$ cat src/hdl/glpc_pkg.sv
package glpc_pkg;

    // widths of the stream fields and the ratio registers
    localparam int PIX_W   = 8;
    localparam int RATIO_W = 10;
    localparam int RATIO_N = 5;
    localparam int IDX_W   = 3;

    typedef logic [PIX_W-1:0]          t_pix;
    typedef logic signed [RATIO_W-1:0] t_ratio;
    typedef logic [IDX_W-1:0]          t_idx;

    // register indexes on the write port
    localparam t_idx IDX_RATIO_0   = 3'd0;
    localparam t_idx IDX_RATIO_32  = 3'd1;
    localparam t_idx IDX_RATIO_64  = 3'd2;
    localparam t_idx IDX_RATIO_192 = 3'd3;
    localparam t_idx IDX_RATIO_255 = 3'd4;

    // gray segments between the fixed breakpoints
    typedef enum logic [1:0] {
        SEG_LOW  = 2'd0,   // 0..31
        SEG_MID  = 2'd1,   // 32..63
        SEG_WIDE = 2'd2,   // 64..191
        SEG_TOP  = 2'd3    // 192..255
    } t_seg;

    localparam t_pix GRAY_32  = 8'd32;
    localparam t_pix GRAY_64  = 8'd64;
    localparam t_pix GRAY_192 = 8'd192;

    // datapath widths
    localparam int BASE_W = 18;   // ratio times segment length
    localparam int OFF_W  = 7;    // offset into segment
    localparam int DIFF_W = 11;   // ratio slope
    localparam int NUM_W  = 19;   // interpolated numerator, signed
    localparam int MAG_W  = 18;
    localparam int PROD_W = 26;   // |num| * g
    localparam int X_W    = 20;   // product after the power-of-two part of the divisor
    localparam int Q_W    = 19;
    localparam int DIV_SHIFT = 20;
    localparam int RECIP_W   = 19;
    localparam int MUL_W     = X_W + RECIP_W;
    localparam int SUM_W     = 21;

    // divisor D*192 split into power of two and odd factor
    // D=32: 2^11 * 3, D=128: 2^13 * 3, D=63: 2^6 * 189
    localparam int SH_NARROW = 11;
    localparam int SH_WIDE   = 13;
    localparam int SH_TOP    = 6;
    localparam logic [7:0] ODD_3   = 8'd3;
    localparam logic [7:0] ODD_189 = 8'd189;
    localparam logic [RECIP_W-1:0] RECIP_BY_3   = RECIP_W'((2**DIV_SHIFT) / 3);
    localparam logic [RECIP_W-1:0] RECIP_BY_189 = RECIP_W'((2**DIV_SHIFT) / 189);

    localparam t_pix PIX_MAX = 8'd255;

endpackage

$ cat src/hdl/gray_level_pixel_compensation.sv
// throughput: one pixel per clock while the output is not held, six register stages with a shared stall
// the only multi-cycle path is the reciprocal divide, split over two stages
// reset (i_rst_n low, synchronous) clears all ratios to zero and empties the pipeline
module gray_level_pixel_compensation (
    input  logic                  i_clk,
    input  logic                  i_rst_n,
    input  logic                  i_cfg_we,
    input  glpc_pkg::t_idx        i_cfg_index,
    input  glpc_pkg::t_ratio      i_cfg_data,
    input  logic                  i_valid,
    output logic                  o_stall,
    input  glpc_pkg::t_pix        i_pixel_in,
    output logic                  o_valid,
    input  logic                  i_stall,
    output glpc_pkg::t_pix        o_pixel_out,
    output logic                  o_clamped
);
    import glpc_pkg::*;

    // ratio registers
    t_ratio r_ratio [RATIO_N];

    // pipeline advance: everything moves unless the output is held
    logic en;
    assign o_stall = o_valid & i_stall;
    assign en      = ~o_stall;

    always_ff @(posedge i_clk) begin
        if (!i_rst_n) begin
            for (int k = 0; k < RATIO_N; k++) begin
                r_ratio[k] <= '0;
            end
        end else if (i_cfg_we) begin
            unique case (i_cfg_index)
                IDX_RATIO_0:   r_ratio[0] <= i_cfg_data;
                IDX_RATIO_32:  r_ratio[1] <= i_cfg_data;
                IDX_RATIO_64:  r_ratio[2] <= i_cfg_data;
                IDX_RATIO_192: r_ratio[3] <= i_cfg_data;
                IDX_RATIO_255: r_ratio[4] <= i_cfg_data;
                default: begin
                    // unknown index, write dropped
                end
            endcase
        end
    end

    // stage 1: segment, end ratios, base term and slope
    t_seg                     n_seg;
    t_ratio                   lo_ratio, hi_ratio;
    logic signed [BASE_W-1:0] n_base;
    logic [OFF_W-1:0]         n_off;
    logic signed [DIFF_W-1:0] n_diff;

    always_comb begin
        if (i_pixel_in < GRAY_32) begin
            n_seg = SEG_LOW;
        end else if (i_pixel_in < GRAY_64) begin
            n_seg = SEG_MID;
        end else if (i_pixel_in < GRAY_192) begin
            n_seg = SEG_WIDE;
        end else begin
            n_seg = SEG_TOP;
        end

        unique case (n_seg)
            SEG_LOW: begin
                lo_ratio = r_ratio[0];
                hi_ratio = r_ratio[1];
                n_off    = {2'b00, i_pixel_in[4:0]};
                n_base   = BASE_W'(lo_ratio) <<< 5;
            end
            SEG_MID: begin
                lo_ratio = r_ratio[1];
                hi_ratio = r_ratio[2];
                n_off    = {2'b00, i_pixel_in[4:0]};
                n_base   = BASE_W'(lo_ratio) <<< 5;
            end
            SEG_WIDE: begin
                lo_ratio = r_ratio[2];
                hi_ratio = r_ratio[3];
                n_off    = OFF_W'(i_pixel_in - GRAY_64);
                n_base   = BASE_W'(lo_ratio) <<< 7;
            end
            default: begin
                // top segment is 63 wide, so base is r*64 - r
                lo_ratio = r_ratio[3];
                hi_ratio = r_ratio[4];
                n_off    = {1'b0, i_pixel_in[5:0]};
                n_base   = (BASE_W'(lo_ratio) <<< 6) - BASE_W'(lo_ratio);
            end
        endcase
        n_diff = DIFF_W'(hi_ratio) - DIFF_W'(lo_ratio);
    end

    logic                     r_v1;
    t_pix                     r_g1;
    t_seg                     r_seg1;
    logic signed [BASE_W-1:0] r_base1;
    logic [OFF_W-1:0]         r_off1;
    logic signed [DIFF_W-1:0] r_diff1;

    always_ff @(posedge i_clk) begin
        if (!i_rst_n) begin
            r_v1 <= 1'b0;
        end else if (en) begin
            r_v1 <= i_valid;
        end
    end

    always_ff @(posedge i_clk) begin
        if (en) begin
            r_g1    <= i_pixel_in;
            r_seg1  <= n_seg;
            r_base1 <= n_base;
            r_off1  <= n_off;
            r_diff1 <= n_diff;
        end
    end

    // stage 2: interpolated numerator num = r_i*D + off*slope
    logic signed [NUM_W-1:0] n_num;
    assign n_num = NUM_W'(r_base1)
                 + NUM_W'($signed({1'b0, r_off1})) * NUM_W'(r_diff1);

    logic                    r_v2;
    t_pix                    r_g2;
    t_seg                    r_seg2;
    logic signed [NUM_W-1:0] r_num2;

    always_ff @(posedge i_clk) begin
        if (!i_rst_n) begin
            r_v2 <= 1'b0;
        end else if (en) begin
            r_v2 <= r_v1;
        end
    end

    always_ff @(posedge i_clk) begin
        if (en) begin
            r_g2   <= r_g1;
            r_seg2 <= r_seg1;
            r_num2 <= n_num;
        end
    end

    // stage 3: magnitude of num times g, sign kept aside for truncation toward zero
    logic [MAG_W-1:0]  mag;
    logic [PROD_W-1:0] n_prod;
    assign mag    = r_num2[NUM_W-1] ? MAG_W'(-r_num2) : MAG_W'(r_num2);
    assign n_prod = PROD_W'(mag) * PROD_W'(r_g2);

    logic              r_v3;
    t_pix              r_g3;
    t_seg              r_seg3;
    logic              r_neg3;
    logic [PROD_W-1:0] r_prod3;

    always_ff @(posedge i_clk) begin
        if (!i_rst_n) begin
            r_v3 <= 1'b0;
        end else if (en) begin
            r_v3 <= r_v2;
        end
    end

    always_ff @(posedge i_clk) begin
        if (en) begin
            r_g3    <= r_g2;
            r_seg3  <= r_seg2;
            r_neg3  <= r_num2[NUM_W-1];
            r_prod3 <= n_prod;
        end
    end

    // stage 4: drop power-of-two factor, multiply by reciprocal of the odd factor
    logic [X_W-1:0]     n_x;
    logic [RECIP_W-1:0] recip;
    logic [7:0]         n_odd;
    logic [MUL_W-1:0]   n_mul;

    always_comb begin
        unique case (r_seg3)
            SEG_LOW, SEG_MID: begin
                n_x   = X_W'(r_prod3 >> SH_NARROW);
                recip = RECIP_BY_3;
                n_odd = ODD_3;
            end
            SEG_WIDE: begin
                n_x   = X_W'(r_prod3 >> SH_WIDE);
                recip = RECIP_BY_3;
                n_odd = ODD_3;
            end
            default: begin
                n_x   = X_W'(r_prod3 >> SH_TOP);
                recip = RECIP_BY_189;
                n_odd = ODD_189;
            end
        endcase
        n_mul = MUL_W'(n_x) * MUL_W'(recip);
    end

    logic             r_v4;
    t_pix             r_g4;
    logic             r_neg4;
    logic [X_W-1:0]   r_x4;
    logic [7:0]       r_odd4;
    logic [MUL_W-1:0] r_mul4;

    always_ff @(posedge i_clk) begin
        if (!i_rst_n) begin
            r_v4 <= 1'b0;
        end else if (en) begin
            r_v4 <= r_v3;
        end
    end

    always_ff @(posedge i_clk) begin
        if (en) begin
            r_g4   <= r_g3;
            r_neg4 <= r_neg3;
            r_x4   <= n_x;
            r_odd4 <= n_odd;
            r_mul4 <= n_mul;
        end
    end

    // stage 5: estimate is exact or one short, fix with one remainder compare
    localparam int QM_W = Q_W + 8;
    logic [Q_W-1:0]  q_est;
    logic [QM_W-1:0] qm;
    logic [QM_W-1:0] rem;
    logic [Q_W-1:0]  n_q;

    assign q_est = r_mul4[MUL_W-1 -: Q_W];
    assign qm    = QM_W'(q_est) * QM_W'(r_odd4);
    assign rem   = QM_W'(r_x4) - qm;
    assign n_q   = (rem >= QM_W'(r_odd4)) ? q_est + Q_W'(1) : q_est;

    logic           r_v5;
    t_pix           r_g5;
    logic           r_neg5;
    logic [Q_W-1:0] r_q5;

    always_ff @(posedge i_clk) begin
        if (!i_rst_n) begin
            r_v5 <= 1'b0;
        end else if (en) begin
            r_v5 <= r_v4;
        end
    end

    always_ff @(posedge i_clk) begin
        if (en) begin
            r_g5   <= r_g4;
            r_neg5 <= r_neg4;
            r_q5   <= n_q;
        end
    end

    // stage 6: apply correction with its sign, add to g, clamp to the pixel range
    logic signed [SUM_W-1:0] corr;
    logic signed [SUM_W-1:0] sum;
    t_pix                    n_pix;
    logic                    n_clamp;

    always_comb begin
        corr = r_neg5 ? -$signed(SUM_W'(r_q5)) : $signed(SUM_W'(r_q5));
        sum  = $signed(SUM_W'(r_g5)) + corr;
        if (sum < 0) begin
            n_pix   = '0;
            n_clamp = 1'b1;
        end else if (sum > $signed(SUM_W'(PIX_MAX))) begin
            n_pix   = PIX_MAX;
            n_clamp = 1'b1;
        end else begin
            n_pix   = PIX_W'(sum);
            n_clamp = 1'b0;
        end
    end

    logic r_v6;
    t_pix r_pix6;
    logic r_clamp6;

    always_ff @(posedge i_clk) begin
        if (!i_rst_n) begin
            r_v6 <= 1'b0;
        end else if (en) begin
            r_v6 <= r_v5;
        end
    end

    always_ff @(posedge i_clk) begin
        if (en) begin
            r_pix6   <= n_pix;
            r_clamp6 <= n_clamp;
        end
    end

    assign o_valid     = r_v6;
    assign o_pixel_out = r_pix6;
    assign o_clamped   = r_clamp6;

endmodule

$ cat config.mk
export PLATFORM = sky130hd
export DESIGN_NAME = gray_level_pixel_compensation
export DESIGN_NICKNAME = d
export VERILOG_FILES = /design/src/hdl/glpc_pkg.sv /design/src/hdl/gray_level_pixel_compensation.sv
export SDC_FILE = /design/constraint.sdc
export NUM_CORES = 2
export LEC_CHECK = 0
export BUFFER_PORTS_ARGS = -buffer_cell sky130_fd_sc_hd__buf_2
export CORE_ASPECT_RATIO = 1.75
export CORE_UTILIZATION = 50
export CTS_BUF_LIST = sky130_fd_sc_hd__clkbuf_2
export DETAILED_ROUTE_END_ITERATION = 10
export HOLD_SLACK_MARGIN = 0.05
export PLACE_DENSITY = 0.72
export SYNTH_ARGS = -nofsm -noshare
export SYNTH_HDL_FRONTEND = slang
export SYNTH_SLANG_ARGS = --single-unit
export TNS_END_PERCENT = 20
$ cat constraint.sdc
create_clock -name i_clk -period 14.9 [get_ports i_clk]
set_clock_uncertainty 0.15 [all_clocks]
set_input_delay 2.235 -clock i_clk [delete_from_list [all_inputs] [get_ports i_clk]]
set_output_delay 2.235 -clock i_clk [all_outputs]
set_load 0.01 [all_outputs]
==> flow_summary.toml <==
[cts]
clockRootBuffer = "clkbuf_2"
clk_pin_slew_worst_paths_ns = 0.14
postCtsSetupRepairBufs = 0
htree_levels = 2
clockBufferDepth = 3
cts_resized = 0
cts_sinks = 243
cts_tree = "done"
ctsHoldBuffers = 0
numCtsBuffers = 57
clk_latency_ns = 1.06

[synthesis]
netlist_area_sq_um = 31900
yosys_most_used_dff = "edfxtp_1"
synth_cell_types = 82
yosysSeqAreaShare_pct = 22.7
synthCells = 3184
avgSynthCellArea_sq_um = 10.0
synthTopCellsByArea = "fa_1 28%, edfxtp_1 22%, ha_1 16%"
ys_ff_latch = 243
synth_top_area_cell = "fa_1"
ys_async_sr_fraction_pct = 0
ys_warn_count = 0
synth-edff-count = 237
synth_top_area_share_pct = 27.9

[floorplanning]
fp.dieH_um = 336
coreArea_sq_um = 63200
rows = 122
start_util_pct = 50.5
ios = 37
die-area_sq_um = 64900
fp.dieW_um = 193

[sta]
hold_violations = 0
fin_setup_tns_ns = 0
worst_pin_slew_ns = 1.24
post-route-period-util_pct = 57.4
setup_viol = 0
rsz0062_at_grt = "false"
min_period_ns = 8.55
drv_slew = 0
slew_headroom_pct = 16.6
max_freq_mhz = 117

[global_routing]
grt_usage_pct = 25.0
overflow = 0
grt_max_degree = 69
antenna_found_initial = 2
grt_pass1_vias = 24300
grt_pass1_wl_um = 123000

[hold_path]
worst_hold_path.num_cells = 0
min_from = "r_g1[7]"
hold_path_class = "reg2reg"
min_to = "r_g2[7]"

[routing]
drt-initial-drc-count = 753
routed_wl_um = 76600
viasPerCell = 5.44
antenna_left = 0
drc = 4
routedWlPerCell_um = 18.7
vias = 22200
drtPass1Iterations = 9

[worst_setup_path]
ff2ff_setup_slack_ns = 6.35
reg2reg_from = "r_seg3[1]"
crit_top_cell = "inv_1"
start_kind = "flip-flop"
critPathSlowestCell = "a21oi_1"
critical_path.max_stage_delay_ns = 0.60
cp.required_ns = 15.53
cp-end-kind = "flip-flop"
cp_max_fo = 45
reg2reg_depth = 28
worstSetupPathType = "reg2reg"
reg2reg_to = "r_mul4[34]"
crit_arrival_ns = 9.17

[cells_and_area]
final_nets = 4113
final_common_cell = "inv_1"
areaGrowthSynthToFinish_pct = 5.14
layout_common_cells = "716 x inv_1, 445 x fa_1, 400 x ha_1"
drive_gt1_share_pct = 5.52

[run_status]
outcome = "complete, but fails checks"
violations = "design-rule violations"

[place]
port_buffers = 36
gp_congestion = 1.11
hpwl_um = 64000

[run]
cap_violations = 0
[metrics by stage]
| step | cells | hold slack, ns | area [sq um] | setup WS (ns) | util, % |
|---|---|---|---|---|---|
| final | 4089 | 0.268 | 33600 | 6.35 | 53.1 |
| after global routing | 4089 | 0.269 | 33600 | 5.82 | 53.1 |
| after CTS | 4087 | 0.265 | 33600 | 6.37 | 53.1 |
| after detailed placement | 3989 | 0.255 | 33000 | 6.46 | 52.3 |
| after global placement | 3989 | 0.253 | 33000 | 6.52 | 52.3 |
| after floorplan | 3210 | 0.250 | 32000 | 5.31 | - |
[worst max-delay path by stage]
stage	to	start	cells after the start
global placement	r_mul4[34]	r_seg3[1]	28
detailed placement	r_mul4[34]	r_seg3[1]	28
global route	r_mul4[35]	r_seg3[1]	27
CTS	r_mul4[34]	r_seg3[1]	28
finish	r_mul4[34]	r_seg3[1]	28
floorplan	o_stall	i_stall	2
[registers in the layout (all words and copies together), names as in the netlist, 2 cells and up]
| register | count |
|---|---|
| o_pixel_out | 8 |
| r_base1 | 17 |
| r_diff1 | 11 |
| r_g1 | 8 |
| r_g2 | 8 |
| r_g3 | 8 |
| r_g4 | 8 |
| r_g5 | 8 |
| r_mul4 | 19 |
| r_num2 | 19 |
| r_odd4 | 2 |
| r_off1 | 2 |
| r_prod3 | 20 |
| r_q5 | 19 |
| r_ratio | 50 |
| r_seg1 | 2 |
| r_seg2 | 2 |
| r_seg3 | 2 |
| r_x4 | 20 |
[cell families (layout without fill, tap and decap cells)]
kind of cell             after synthesis  count (layout)  share of synthesized area [%]
XOR/XNOR                             143             143                           3.92
other                                  2              30                         0.0235
multiplexers                          25              25                          0.830
buffers and inverters                798             869                           9.45
AO/OA/AOI/OAI                        391             391                           7.98
flip-flops                           243             243                           22.7
AND/OR/NAND/NOR                      736             736                           11.5
adder cells (fa/ha/maj)              846             846                           43.6
[cell usage after synthesis (11+ instances only)]
master and number:
a21boi_0 16, a21o_1 27, a21oi_1 118, a221oi_1 11
a22oi_1 15, and2_1 132, and3_1 32, clkbuf_1 72
edfxtp_1 237, fa_1 445, ha_1 400, inv_1 716
mux2_2 12, mux2i_1 13, nand2_1 248, nand2b_1 34
nand3_1 28, nor2_1 121, nor2b_1 24, nor3_1 39
nor4_1 16, o21a_1 11, o21ai_0 81, o31ai_1 12
or2_2 11, or3_1 11, xnor2_1 98, xor2_1 45
[critical path: cells and delay by family (launching register included)]
kind | cells | cell delay [ns]
AOI/OAI and AO/OA | 8 | 2.94
adders and majority gates | 7 | 3.03
and+or+nand+nor | 4 | 0.84
DFF | 1 | 0.35
xor gates and xnor gates | 1 | 0.08
buffers and inverters | 8 | 0.89
[final cells by class]
cell class              count  area [sq um]
repair buffers             55           323
multi-input cells        2169         21800
clock buffers              75           375
clock inverters            23           158
fillers                  5659         29600
inverters                 716          2690
flip-flops and latches    243          7240
well taps                 806          1010
diodes                      2          5.00
[layer usage]
layer,share of wire [%],wire (um),vias up,track usage (%)
met1,30,23200,11000,21.8
met4,9.4,7190,0,20.4
met3,3.8,2930,322,3.58
li1,-,-,10400,-
met5,0,0,-,0
met2,56,43300,579,48.5
Power is not shown: default switching activity piles up to over one toggle a cycle in this logic, so the estimate is an artifact.
